**src/ntm_pkg.sv**
```systemverilog
// Shared types, constants and pair tables for the nearest-neighbor melting
// temperature block. No dependencies.
package ntm_pkg;

  localparam int CNT_W  = 8;
  localparam int DH_W   = 16;
  localparam int DS_W   = 21;
  localparam int H_W    = 18;
  localparam int S_W    = 23;
  localparam int DIV_W  = 64;
  localparam int STEP_W = 7;
  localparam logic [STEP_W-1:0] DIV_STEPS = 7'd64;

  localparam logic signed [H_W-1:0] PEN_DH = 18'sd22;
  localparam logic signed [S_W-1:0] PEN_DS = 23'sd690;
  localparam logic signed [DIV_W-1:0] KELVIN_CENTI = 64'sd27315;
  localparam logic signed [DIV_W-1:0] TM_NUM = 64'sd100 <<< 40;
  localparam logic signed [15:0] TM_MAX = 16'sd32767;
  localparam logic signed [15:0] TM_MIN = -16'sd32768;

  localparam logic [2:0] REG_ENTHALPY_INIT = 3'd0;
  localparam logic [2:0] REG_ENTROPY_INIT  = 3'd1;
  localparam logic [2:0] REG_SALT_CONST    = 3'd2;
  localparam logic [2:0] REG_SALT_GC       = 3'd3;
  localparam logic [2:0] REG_SALT_LEN      = 3'd4;

  localparam logic [1:0] OP_PAIR  = 2'd0;
  localparam logic [1:0] OP_GC    = 2'd1;
  localparam logic [1:0] OP_LEN   = 2'd2;
  localparam logic [1:0] OP_RECIP = 2'd3;

  typedef enum logic [2:0] {
    ST_IDLE, ST_EVAL, ST_LOAD, ST_WAIT, ST_CHK, ST_OUT
  } state_t;

  typedef struct packed {
    logic [CNT_W-1:0]       length;
    logic [CNT_W-1:0]       gc;
    logic                   first_at;
    logic                   prev_at;
    logic signed [DH_W-1:0] dh_sum;
    logic signed [DS_W-1:0] ds_sum;
    logic                   dropped;
  } win_t;

  function automatic logic signed [7:0] pair_dh(input logic [3:0] k);
    logic signed [7:0] v;
    case (k)
      4'd0: v = -8'sd76;   4'd1: v = -8'sd84;   4'd2: v = -8'sd78;   4'd3: v = -8'sd72;
      4'd4: v = -8'sd85;   4'd5: v = -8'sd80;   4'd6: v = -8'sd106;  4'd7: v = -8'sd78;
      4'd8: v = -8'sd82;   4'd9: v = -8'sd98;   4'd10: v = -8'sd80;  4'd11: v = -8'sd84;
      4'd12: v = -8'sd72;  4'd13: v = -8'sd82;  4'd14: v = -8'sd85;  4'd15: v = -8'sd76;
      default: v = 8'sd0;
    endcase
    return v;
  endfunction

  function automatic logic signed [12:0] pair_ds(input logic [3:0] k);
    logic signed [12:0] v;
    case (k)
      4'd0: v = -13'sd2130;  4'd1: v = -13'sd2240;  4'd2: v = -13'sd2100;
      4'd3: v = -13'sd2040;  4'd4: v = -13'sd2270;  4'd5: v = -13'sd1990;
      4'd6: v = -13'sd2720;  4'd7: v = -13'sd2100;  4'd8: v = -13'sd2220;
      4'd9: v = -13'sd2440;  4'd10: v = -13'sd1990; 4'd11: v = -13'sd2240;
      4'd12: v = -13'sd2130; 4'd13: v = -13'sd2220; 4'd14: v = -13'sd2270;
      4'd15: v = -13'sd2130;
      default: v = 13'sd0;
    endcase
    return v;
  endfunction

endpackage

```
**src/ntm_div.sv**
```systemverilog
// Shared signed divider, one quotient bit per cycle, rounds to nearest with
// ties away from zero. Depends on ntm_pkg.
module ntm_div (
  input  logic                              clk,
  input  logic                              rst,
  input  logic                              start,
  input  logic signed [ntm_pkg::DIV_W-1:0]  num,
  input  logic signed [ntm_pkg::DIV_W-1:0]  den,
  output logic                              done,
  output logic signed [ntm_pkg::DIV_W-1:0]  quo_out
);
  import ntm_pkg::*;

  logic signed [DIV_W-1:0] n_r, d_r;
  logic [DIV_W-1:0] quo, dv, mn, md;
  logic [DIV_W:0] rem, trial;
  logic [STEP_W-1:0] cnt;
  logic prep, run, neg;

  assign mn = n_r[DIV_W-1] ? DIV_W'(-n_r) : DIV_W'(n_r);
  assign md = d_r[DIV_W-1] ? DIV_W'(-d_r) : DIV_W'(d_r);
  assign trial = {rem[DIV_W-1:0], quo[DIV_W-1]} - {1'b0, dv};
  assign quo_out = neg ? -$signed(quo) : $signed(quo);

  always_ff @(posedge clk) begin
    if (rst) begin
      prep <= 1'b0;
      run  <= 1'b0;
      done <= 1'b0;
    end else begin
      if (start) begin
        n_r  <= num;
        d_r  <= den;
        prep <= 1'b1;
        done <= 1'b0;
      end else if (prep) begin
        prep <= 1'b0;
        neg  <= n_r[DIV_W-1] ^ d_r[DIV_W-1];
        dv   <= md;
        quo  <= mn + (md >> 1);
        rem  <= '0;
        cnt  <= DIV_STEPS;
        run  <= 1'b1;
        done <= 1'b0;
      end else if (run) begin
        if (!trial[DIV_W]) begin
          rem <= trial;
          quo <= {quo[DIV_W-2:0], 1'b1};
        end else begin
          rem <= {rem[DIV_W-1:0], quo[DIV_W-1]};
          quo <= {quo[DIV_W-2:0], 1'b0};
        end
        cnt  <= cnt - 1'b1;
        done <= (cnt == 7'd1);
        if (cnt == 7'd1) run <= 1'b0;
      end else begin
        done <= 1'b0;
      end
    end
  end
endmodule

```
**src/ntm_window.sv**
```systemverilog
// Window state: pair enthalpy and entropy sums, GC count, length and end bases.
// Depends on ntm_pkg.
module ntm_window #(
  parameter int MAX_WINDOW = 64
) (
  input  logic               clk,
  input  logic               rst,
  input  logic               accept,
  input  logic [1:0]         base,
  input  logic               start,
  output ntm_pkg::win_t      win
);
  import ntm_pkg::*;

  localparam logic [CNT_W-1:0] MAX_LEN = CNT_W'(MAX_WINDOW);

  logic [1:0] prev_base, first_base;
  logic [CNT_W-1:0] length_count, gc_count;
  logic signed [DH_W-1:0] dh_sum;
  logic signed [DS_W-1:0] ds_sum;
  logic dropped;
  logic is_gc;
  logic [3:0] k;

  assign is_gc = (base == 2'd1) || (base == 2'd2);
  assign k = {prev_base, base};

  always_ff @(posedge clk) begin
    if (rst) begin
      prev_base    <= '0;
      first_base   <= '0;
      length_count <= '0;
      gc_count     <= '0;
      dh_sum       <= '0;
      ds_sum       <= '0;
      dropped      <= 1'b0;
    end else if (accept) begin
      dropped <= 1'b0;
      if (start || length_count == '0) begin
        first_base   <= base;
        prev_base    <= base;
        dh_sum       <= '0;
        ds_sum       <= '0;
        gc_count     <= is_gc ? CNT_W'(1) : '0;
        length_count <= CNT_W'(1);
      end else if (length_count >= MAX_LEN) begin
        dropped <= 1'b1;
      end else begin
        dh_sum       <= dh_sum + DH_W'(pair_dh(k));
        ds_sum       <= ds_sum + DS_W'(pair_ds(k));
        gc_count     <= gc_count + CNT_W'(is_gc);
        length_count <= length_count + 1'b1;
        prev_base    <= base;
      end
    end
  end

  always_comb begin
    win.length   = length_count;
    win.gc       = gc_count;
    win.first_at = (first_base == 2'd0) || (first_base == 2'd3);
    win.prev_at  = (prev_base == 2'd0) || (prev_base == 2'd3);
    win.dh_sum   = dh_sum;
    win.ds_sum   = ds_sum;
    win.dropped  = dropped;
  end
endmodule

```
**src/nearest_neighbor_dna_melting_temp.sv**
```systemverilog
// DNA duplex melting temperature, one result item per base item.
// Each item runs up to four 64-step divisions on the shared divider (pair term,
// GC term, length term, reciprocal); a zero sum after the length term skips the reciprocal.
// One item at a time; a finished result may wait while the next item runs.
// Single-base windows and zero enthalpy skip the divider and go straight to output.
// Synchronous active-high reset clears window state and restores registers.
module nearest_neighbor_dna_melting_temp #(
  parameter int MAX_WINDOW = 64
) (
  input  logic        clk,
  input  logic        rst,
  input  logic        s_tvalid,
  output logic        s_tready,
  input  logic [7:0]  s_tdata,   // base_code[1:0], zero fill
  input  logic [0:0]  s_tuser,   // start_req
  output logic        m_tvalid,
  input  logic        m_tready,
  output logic [23:0] m_tdata,   // tm_centi_celsius[15:0], window_length[22:16], zero fill
  output logic [1:0]  m_tuser,   // valid_res, overflow
  input  logic        cfg_we,
  input  logic [2:0]  cfg_index,
  input  logic [31:0] cfg_data
);
  import ntm_pkg::*;

  logic signed [7:0]  enthalpy_init;
  logic signed [14:0] entropy_init;
  logic signed [31:0] salt_const_term, salt_gc_term, salt_len_term;

  state_t state, state_next;
  logic [1:0] op;
  logic signed [DIV_W-1:0] acc, num, den, q, tm_full;
  logic signed [H_W-1:0] h, h_r;
  logic signed [S_W-1:0] s, s_r;
  logic div_start, div_done, accept;
  win_t win;
  logic signed [15:0] res_tm;
  logic res_valid, res_ovf;
  logic [8:0] len_ext;
  logic out_free;

  assign accept = s_tvalid && s_tready;
  assign out_free = !m_tvalid || m_tready;

  ntm_window #(.MAX_WINDOW(MAX_WINDOW)) u_window (
    .clk(clk), .rst(rst), .accept(accept), .base(s_tdata[1:0]),
    .start(s_tuser[0]), .win(win)
  );

  ntm_div u_div (
    .clk(clk), .rst(rst), .start(div_start), .num(num), .den(den),
    .done(div_done), .quo_out(q)
  );

  always_ff @(posedge clk) begin
    if (rst) begin
      enthalpy_init   <= 8'sd2;
      entropy_init    <= -15'sd3773;
      salt_const_term <= 32'sd112500000;
      salt_gc_term    <= -32'sd57640000;
      salt_len_term   <= -32'sd359100000;
    end else if (cfg_we) begin
      case (cfg_index)
        REG_ENTHALPY_INIT: enthalpy_init   <= cfg_data[7:0];
        REG_ENTROPY_INIT:  entropy_init    <= cfg_data[14:0];
        REG_SALT_CONST:    salt_const_term <= cfg_data;
        REG_SALT_GC:       salt_gc_term    <= cfg_data;
        REG_SALT_LEN:      salt_len_term   <= cfg_data;
        default: ;
      endcase
    end
  end

  always_comb begin
    h = H_W'(enthalpy_init) + H_W'(win.dh_sum)
        + (win.first_at ? PEN_DH : '0) + (win.prev_at ? PEN_DH : '0);
    s = S_W'(entropy_init) + S_W'(win.ds_sum)
        + (win.first_at ? PEN_DS : '0) + (win.prev_at ? PEN_DS : '0);
  end

  always_comb begin
    case (op)
      OP_PAIR: begin
        num = DIV_W'(s_r) <<< 40;
        den = DIV_W'(h_r * 18'sd10000);
      end
      OP_GC: begin
        num = DIV_W'(salt_gc_term * $signed({1'b0, win.gc}));
        den = DIV_W'({1'b0, win.length});
      end
      OP_LEN: begin
        num = DIV_W'(salt_len_term);
        den = DIV_W'({1'b0, win.length - 1'b1, 1'b0});
      end
      default: begin
        num = TM_NUM;
        den = acc;
      end
    endcase
  end

  assign tm_full = q - KELVIN_CENTI;

  always_comb begin
    state_next = state;
    case (state)
      ST_IDLE: if (accept) state_next = ST_EVAL;
      ST_EVAL: begin
        if (win.length < CNT_W'(2) || h == '0) state_next = ST_OUT;
        else state_next = ST_LOAD;
      end
      ST_LOAD: state_next = ST_WAIT;
      ST_WAIT: begin
        if (div_done) begin
          if (op == OP_LEN) state_next = ST_CHK;
          else if (op == OP_RECIP) state_next = ST_OUT;
          else state_next = ST_LOAD;
        end
      end
      ST_CHK: state_next = (acc == '0) ? ST_OUT : ST_LOAD;
      ST_OUT: if (out_free) state_next = ST_IDLE;
      default: state_next = ST_IDLE;
    endcase
  end

  always_comb begin
    s_tready  = (state == ST_IDLE);
    div_start = (state == ST_LOAD);
  end

  always_ff @(posedge clk) begin
    if (rst) begin
      state    <= ST_IDLE;
      m_tvalid <= 1'b0;
    end else begin
      state <= state_next;
      if (state == ST_OUT && out_free) m_tvalid <= 1'b1;
      else if (m_tready) m_tvalid <= 1'b0;
    end
  end

  always_ff @(posedge clk) begin
    case (state)
      ST_EVAL: begin
        h_r       <= h;
        s_r       <= s;
        op        <= OP_PAIR;
        acc       <= DIV_W'(salt_const_term);
        res_valid <= (win.length >= CNT_W'(2));
        res_ovf   <= win.dropped || (win.length >= CNT_W'(2) && h == '0);
        res_tm    <= (win.length >= CNT_W'(2) && h == '0) ? TM_MAX : '0;
      end
      ST_WAIT: begin
        if (div_done) begin
          if (op == OP_RECIP) begin
            if (tm_full > DIV_W'(TM_MAX)) begin
              res_tm  <= TM_MAX;
              res_ovf <= 1'b1;
            end else if (tm_full < DIV_W'(TM_MIN)) begin
              res_tm  <= TM_MIN;
              res_ovf <= 1'b1;
            end else begin
              res_tm <= tm_full[15:0];
            end
          end else begin
            acc <= acc + q;
            op  <= op + 1'b1;
          end
        end
      end
      ST_CHK: begin
        if (acc == '0) begin
          res_tm  <= TM_MAX;
          res_ovf <= 1'b1;
        end
      end
      ST_OUT: begin
        if (out_free) begin
          m_tdata <= {1'b0, (len_ext > 9'd127) ? 7'd127 : len_ext[6:0], res_tm};
          m_tuser <= {res_ovf, res_valid};
        end
      end
      default: ;
    endcase
  end

  assign len_ext = 9'(win.length);
endmodule
```
**config.mk**
```make
export PLATFORM = sky130hd
export DESIGN_NAME = nearest_neighbor_dna_melting_temp
export DESIGN_NICKNAME = d
export VERILOG_FILES = /design/src/ntm_pkg.sv /design/src/ntm_div.sv /design/src/ntm_window.sv /design/src/nearest_neighbor_dna_melting_temp.sv
export SDC_FILE = /design/constraint.sdc
export NUM_CORES = 2
export LEC_CHECK = 0
export BUFFER_PORTS_ARGS = -buffer_cell sky130_fd_sc_hd__buf_2
export CORE_MARGIN = 10
export CORE_UTILIZATION = 29
export CTS_CLUSTER_SIZE = 16
export DETAILED_ROUTE_END_ITERATION = 10
export PLACE_DENSITY = 0.54
export REMOVE_ABC_BUFFERS = 1
export SLEW_MARGIN = 20
export SYNTH_ARGS = -nofsm -noshare
export SYNTH_HDL_FRONTEND = slang
export SYNTH_SLANG_ARGS = --single-unit
```
**constraint.sdc**
```tcl
create_clock -name clk -period 8 [get_ports clk]
set_clock_uncertainty 0.05 [all_clocks]
set_input_delay 0.4 -clock clk [delete_from_list [all_inputs] [get_ports clk]]
set_output_delay 0.4 -clock clk [all_outputs]
set_load 0.005 [all_outputs]
```
==> Yosys cells after proc, flatten, opt, wreduce, memory -nomap -nowiden <==
Memories as Yosys holds them, arrays and structs flattened.
Index checks and enable logic that the tools add are counted.
{ "totals": {"regBits": 662, "latch_bits": 0, "mem_bits_rw": 0, "mem_bits_ro": 272, "input_bits": 49, "output_inout_bits": 28, "n_memories": 2} }
{ "classes": {"addsub": 20, "n_mul": 2, "div_mod_pow": 0, "order_cmp": 6, "n_eq_ne": 25, "shift": 0, "muxes": 69, "n_bitwise": 4, "n_reduce_logical": 39} }
{ "memory_table": {"columns": ["name", "depth", "width", "read_ports", "rd_clocked_by_memory_dff", "wr", "line_no", "rtl"], "rows": [
  ["(name not given)", 16, 11, 1, 0, 0, "ntm_pkg.sv:60", "case (k)"],
  ["(name not given)", 16, 6, 1, 0, 0, "ntm_pkg.sv:48", "case (k)"]
]} }
{ "op_table": {"columns": ["cell", "count"], "rows": [
  ["$mux 64", 9],
  ["$pmux 64 s3", 2],
  ["$neg 64->64", 3],
  ["$pmux 64 s2", 1],
  ["$mux 16", 7],
  ["$sub 65x64->65", 1],
  ["$add 64x63->64", 1],
  ["$add 64x64->64", 1],
  ["$gt 64x16->1 const B", 1],
  ["$logic_not 64->1", 1],
  ["$lt 64x16->1 const B", 1],
  ["$mux 8", 8],
  ["$sub 64x16->64 const B", 1],
  ["$mux 13", 4],
  ["$pmux 16 s3", 1],
  ["$mux 21", 2],
  ["$mul 32x9->41", 1],
  ["$mul 18x11->29 const B", 1],
  ["$add 22x11->23", 1],
  ["$add 23x10->23", 1],
  ["$add 15x21->22", 1],
  ["$add 21x13->21", 1],
  ["$mux 3", 7],
  ["$mux 10", 2],
  ["46 further kinds", 106]
]} }

==> Depth between registers and ports, before layout <==
{ "depth": {"word_depth": 9, "ltp_mapped": 31, "mapped_depth_nobuf": 29} }

==> Hierarchy <==
From an unflattened synthesis, not the netlist that was laid out.
{ "hier_totals": {"cells_unflattened": 6456, "hier_area_um2": 57959.3} }
{ "by_module_without_submodules": {"columns": ["mod", "instances", "cells_per_inst", "area_per_inst_um2", "seq_area_each_um2"], "rows": [
  ["nearest_neighbor_dna_melting_temp", 1, 3672, 31391.4, 6966.7],
  ["ntm_div", 1, 2358, 23135.9, 9909.5],
  ["ntm_window", 1, 426, 3432.0, 1141.1]
]} }

==> Worst setup path after synthesis <==
No wires, ideal clock.
{ "synth_timing": {"path_type": "register to register", "start": "reg u_div.n_r[2]", "end": "reg u_div.quo[61] (data pin)", "setup_ps": 260, "arrival_time_ps": 6871, "required_time_ps": 7690, "path_slack_ps": 820, "path_stages_with_launch": 30, "path_buffers": 1, "period_less_slack_ps": 7180, "path_cell_list": "edfxtp_1 -> nor3_1 -> nand2b_1 -> nor2_1 -> nand2_1 -> or4_1 -> or4_1 -> or3_1 -> or4_1 -> or4_1 -> or3_1 -> clkbuf_1 -> o31ai_1 -> xnor2_1 -> ha_1 -> a21o_1 -> a21oi_1 -> o21ai_0 -> nor4_1 -> nor2_1 -> a21o_1 -> a21oi_1 -> a21oi_1 -> a211oi_1 -> o21ai_0 -> a21o_1 -> a21o_1 -> a21oi_1 -> xnor2_1 -> mux2_2"} }
{ "synth_via": {"elab_chain_len": 4} }
{ "synth_lines": {"columns": ["item", "line_no", "rtl"], "rows": [
  ["start, declared", "ntm_div.sv:14", "logic signed [DIV_W-1:0] n_r, d_r;"],
  ["start signal, assigned", "ntm_div.sv:32", "n_r <= num;"],
  ["$neg 64->64", "ntm_div.sv:20", "assign mn = n_r[DIV_W-1] ? DIV_W'(-n_r) : DIV_W'(n_r);"],
  ["$mux 64 *", "ntm_div.sv:20", null],
  ["$add 64x63->64 *", "ntm_div.sv:40", "quo <= mn + (md >> 1);"],
  ["$mux 64 *", "ntm_div.sv:36", "end else if (prep) begin"],
  ["end signal, assigned", "ntm_div.sv:40", null],
  ["end signal, assigned", "ntm_div.sv:48", "quo <= {quo[DIV_W-2:0], 1'b1};"],
  ["end signal, assigned", "ntm_div.sv:51", "quo <= {quo[DIV_W-2:0], 1'b0};"],
  ["end, declared", "ntm_div.sv:15", "logic [DIV_W-1:0] quo, dv, mn, md;"]
]} }
Mark *: on every way between the ends. The rest lies on a longest branch, timed or not.
A chain may end at the register's enable or synchronous reset.

==> Worst setup path in the final report <==
{ "layout_timing": {"start": "reg u_div.n_r[4]", "end": "reg u_div.quo[61] (data pin)"} }
The elaborated chain is that of the path after synthesis.

==> results.cfg <==
[run_status]
run_status = complete, no violations

[synthesis]
syn-mean-instance-area_um2 = 9.10
async_reset_ff_frac = 0
synth.yosys.warnings = 0
synthTopCellsByCount = nand2_1, inv_1, edfxtp_1, ha_1, xnor2_1
leading_cell_type_by_number_of_instances_after_synthesis = nand2_1
synth-edff-count = 477
synthesis.instances = 6214
synthDominantCellAreaShare = 0.253
synth_ff_type = edfxtp_1
yosysUniqueCellTypes = 94
post_syn_area_um2 = 56600
ys_seq_area_frac = 0.318
cell_type_contributing_the_most_total_cell_area_after_synthesis = edfxtp_1
synth_seq_cells = 660
synth.top_cells.by_area = edfxtp_1, ha_1, fa_1

[route]
drt-pass1-iter-count = 7
postRouteWirelength_mm = 172
ant_nets = 0
drt-initial-drc-count = 3279
wl_per_cell_um = 19.5
detail_route.vias_per_cell = 5.03
route.vias.total = 44500
drcViolationCount = 0

[sta]
timing_hold_violations_final = 0
hold_slack_ps = 52.8
worst_pin_slew_ps = 1130
finalMaxSlewViolations = 0
setup_viol = 0
period_share = 0.956
max_clock_freq_ghz = 0.131
grt_setup_unrepaired = no
final_total_negative_setup_slack_ps = 0
min_cycle_time_layout_ps = 7650
max_slew_margin = 0.236

[global_route]
grt_pass1_wl_mm = 265
first_global_vias = 43700
use_met1 = 0.216
overflow = 0
antenna_violations_before_repair = 7
gr-max-usage-layer = met2
global_route.usage.total = 0.159
grt.met3_usage = 0.0291
grt_start_max_net_pins = 131
grt_use_met2 = 0.256

[worst_setup_path]
end_kind = flop
worst-setup-path-type = flop to flop
critPathArrivalTime_ps = 8030
worst_path_max_delay_cell = or4_1
cp_common_cell = a21o_1
critical_path_start_type = flop
critical-path-max-stage-delay_ps = 580
timing.critical_path.required_ps = 8380
worst-path-max-fanout = 6

[final_layout]
fin_nets = 7021
area_growth_pct = 11.2
layout.filler_cells = 20000
drive_gt1_frac = 0.0681

[cts]
cts_root_buf = clkbuf_16
h-tree-depth = 3
clock_sinks = 660
path_clk_slew_ps = 60
cts_made_buffers = 81
tritoncts = built
clock_path_buffers = 3
worstSkewPairLatency_ps = 710

[power]
leakage_nw = 26.4
power-per-cell-area_nw_per_um2 = 373
peakVddDrop_v = 0.00108
power_mw = 23.5

[die]
die_h_um = 462
top_level_ports = 77
core.rowCount = 162
design.die.area_um2 = 213000
die_w_um = 462
coreArea_um2 = 194000
start_util = 0.291

[place]
routabilityCongestion = 0.924
buffer_ports.inserted = 69
dp_hpwl_mm = 137

[flow_run]
max_cap_violations = 0

[worst_hold_path]
hold_path_class = input pin to flop
[path summary, 6_finish.rpt]
path                            depth (start not counted)  slack (ps)         start          endpoint
worst max-delay path                                   30         350  u_div.n_r[4]     u_div.quo[61]
worst min-delay path                                    3          50   cfg_data[9]  salt_len_term[9]
worst max register to register                         30         350  u_div.n_r[4]     u_div.quo[61]
worst min register to register                          0         370    res_tm[13]       m_tdata[13]
[worst max-delay path: cells and delay by family (launching register included)]
family	cells	cell delay [ps]
flops	1	420
buf+inv	1	190
simple gates	13	3920
compound gates	12	2170
fa+ha+maj	1	200
mux	1	260
xor+xnor	2	150
[cell type report]
class	count	area, um^2	area share
antenna	2	5.00	0.0000796
clock buffer	97	2200	0.0350
clock inverter	53	510	0.00812
inverter	603	2260	0.0360
multi-input combinational	4708	35500	0.564
sequential	660	18000	0.286
tap	2542	3180	0.0506
timing repair buffer	174	1270	0.0202
[cells by family after synthesis]
group / count (synthesis) / share of synthesized area
other: 1 / 0.0000663
xor gates and xnor gates: 567 / 0.0883
and+or+nand+nor: 1973 / 0.170
buffers and inverters: 846 / 0.0568
DFF: 660 / 0.318
AOI/OAI and AO/OA: 1332 / 0.148
adders and majority gates: 767 / 0.205
muxes: 68 / 0.0133
[routing by layer]
metal / part of all wire / up-vias
li1: - / 21500
met2: 0.45 / 1070
met1: 0.46 / 21700
met3: 0.057 / 233
met4: 0.033 / 10
met5: 0.00033 / -
[where the power goes]
part / switching, mW / leakage (nW) / total (mW) / internal [mW]
combinational: 8.78 / 19.3 / 14.3 / 5.47
clock: 1.64 / 1.32 / 3.80 / 2.15
sequential: 0.752 / 5.86 / 5.42 / 4.67
total: 11.2 / 26.4 / 23.5 / 12.3
[sequential cells by signal, indices dropped and copies added, names as in the netlist, 20 cells and up]
register / count
u_div.n_r: 63
u_div.dv: 64
m_tdata: 23
salt_const_term: 32
u_div.d_r: 64
salt_len_term: 32
s_r: 23
salt_gc_term: 32
u_div.quo: 64
u_div.rem: 64
u_window.ds_sum: 20
acc: 64
[cell usage in the layout, fill, tap and decap left out, types with 46 or more instances in the layout]
cell type | netlist | routed
nor3_1 | 81 | 80
nor2_1 | 246 | 241
clkbuf_16 | 0 | 84
nand3b_1 | 59 | 59
fa_1 | 273 | 273
buf_4 | 2 | 79
nand3_1 | 98 | 98
edfxtp_1 | 477 | 477
inv_1 | 603 | 603
nand2_1 | 869 | 869
mux2_2 | 55 | 55
o21bai_1 | 53 | 53
a21oi_1 | 415 | 414
ha_1 | 471 | 470
o31ai_1 | 78 | 77
xnor2_1 | 418 | 417
nor2b_1 | 61 | 60
nand2b_1 | 71 | 71
dfxtp_1 | 183 | 179
a21o_1 | 153 | 153
o21ai_0 | 317 | 316
xor2_1 | 146 | 145
or3_1 | 61 | 61
and2_1 | 180 | 179
buf_2 | 12 | 68
nor4_1 | 47 | 46
[per-stage QoR]
step | cell area, um^2 | cells | setup slack [ps] | util
after global routing | 62900 | 8838 | 1.49 | 0.324
after detailed placement | 59900 | 8665 | 46.4 | 0.308
after CTS | 62800 | 8836 | 9.83 | 0.323
final | 62900 | 8839 | 350 | 0.324
after global placement | 59900 | 8665 | 138 | 0.308
after floorplan | 55600 | 5971 | 813 | -
[what timing repair did]
item,in CTS,in global routing
hold buffers,21,0
resized for setup,0,12
hold endpoints to repair,56,0
endpoints found under the setup margin,0,28
setup buffers,0,0
Power figures use the tool's default switching activity.
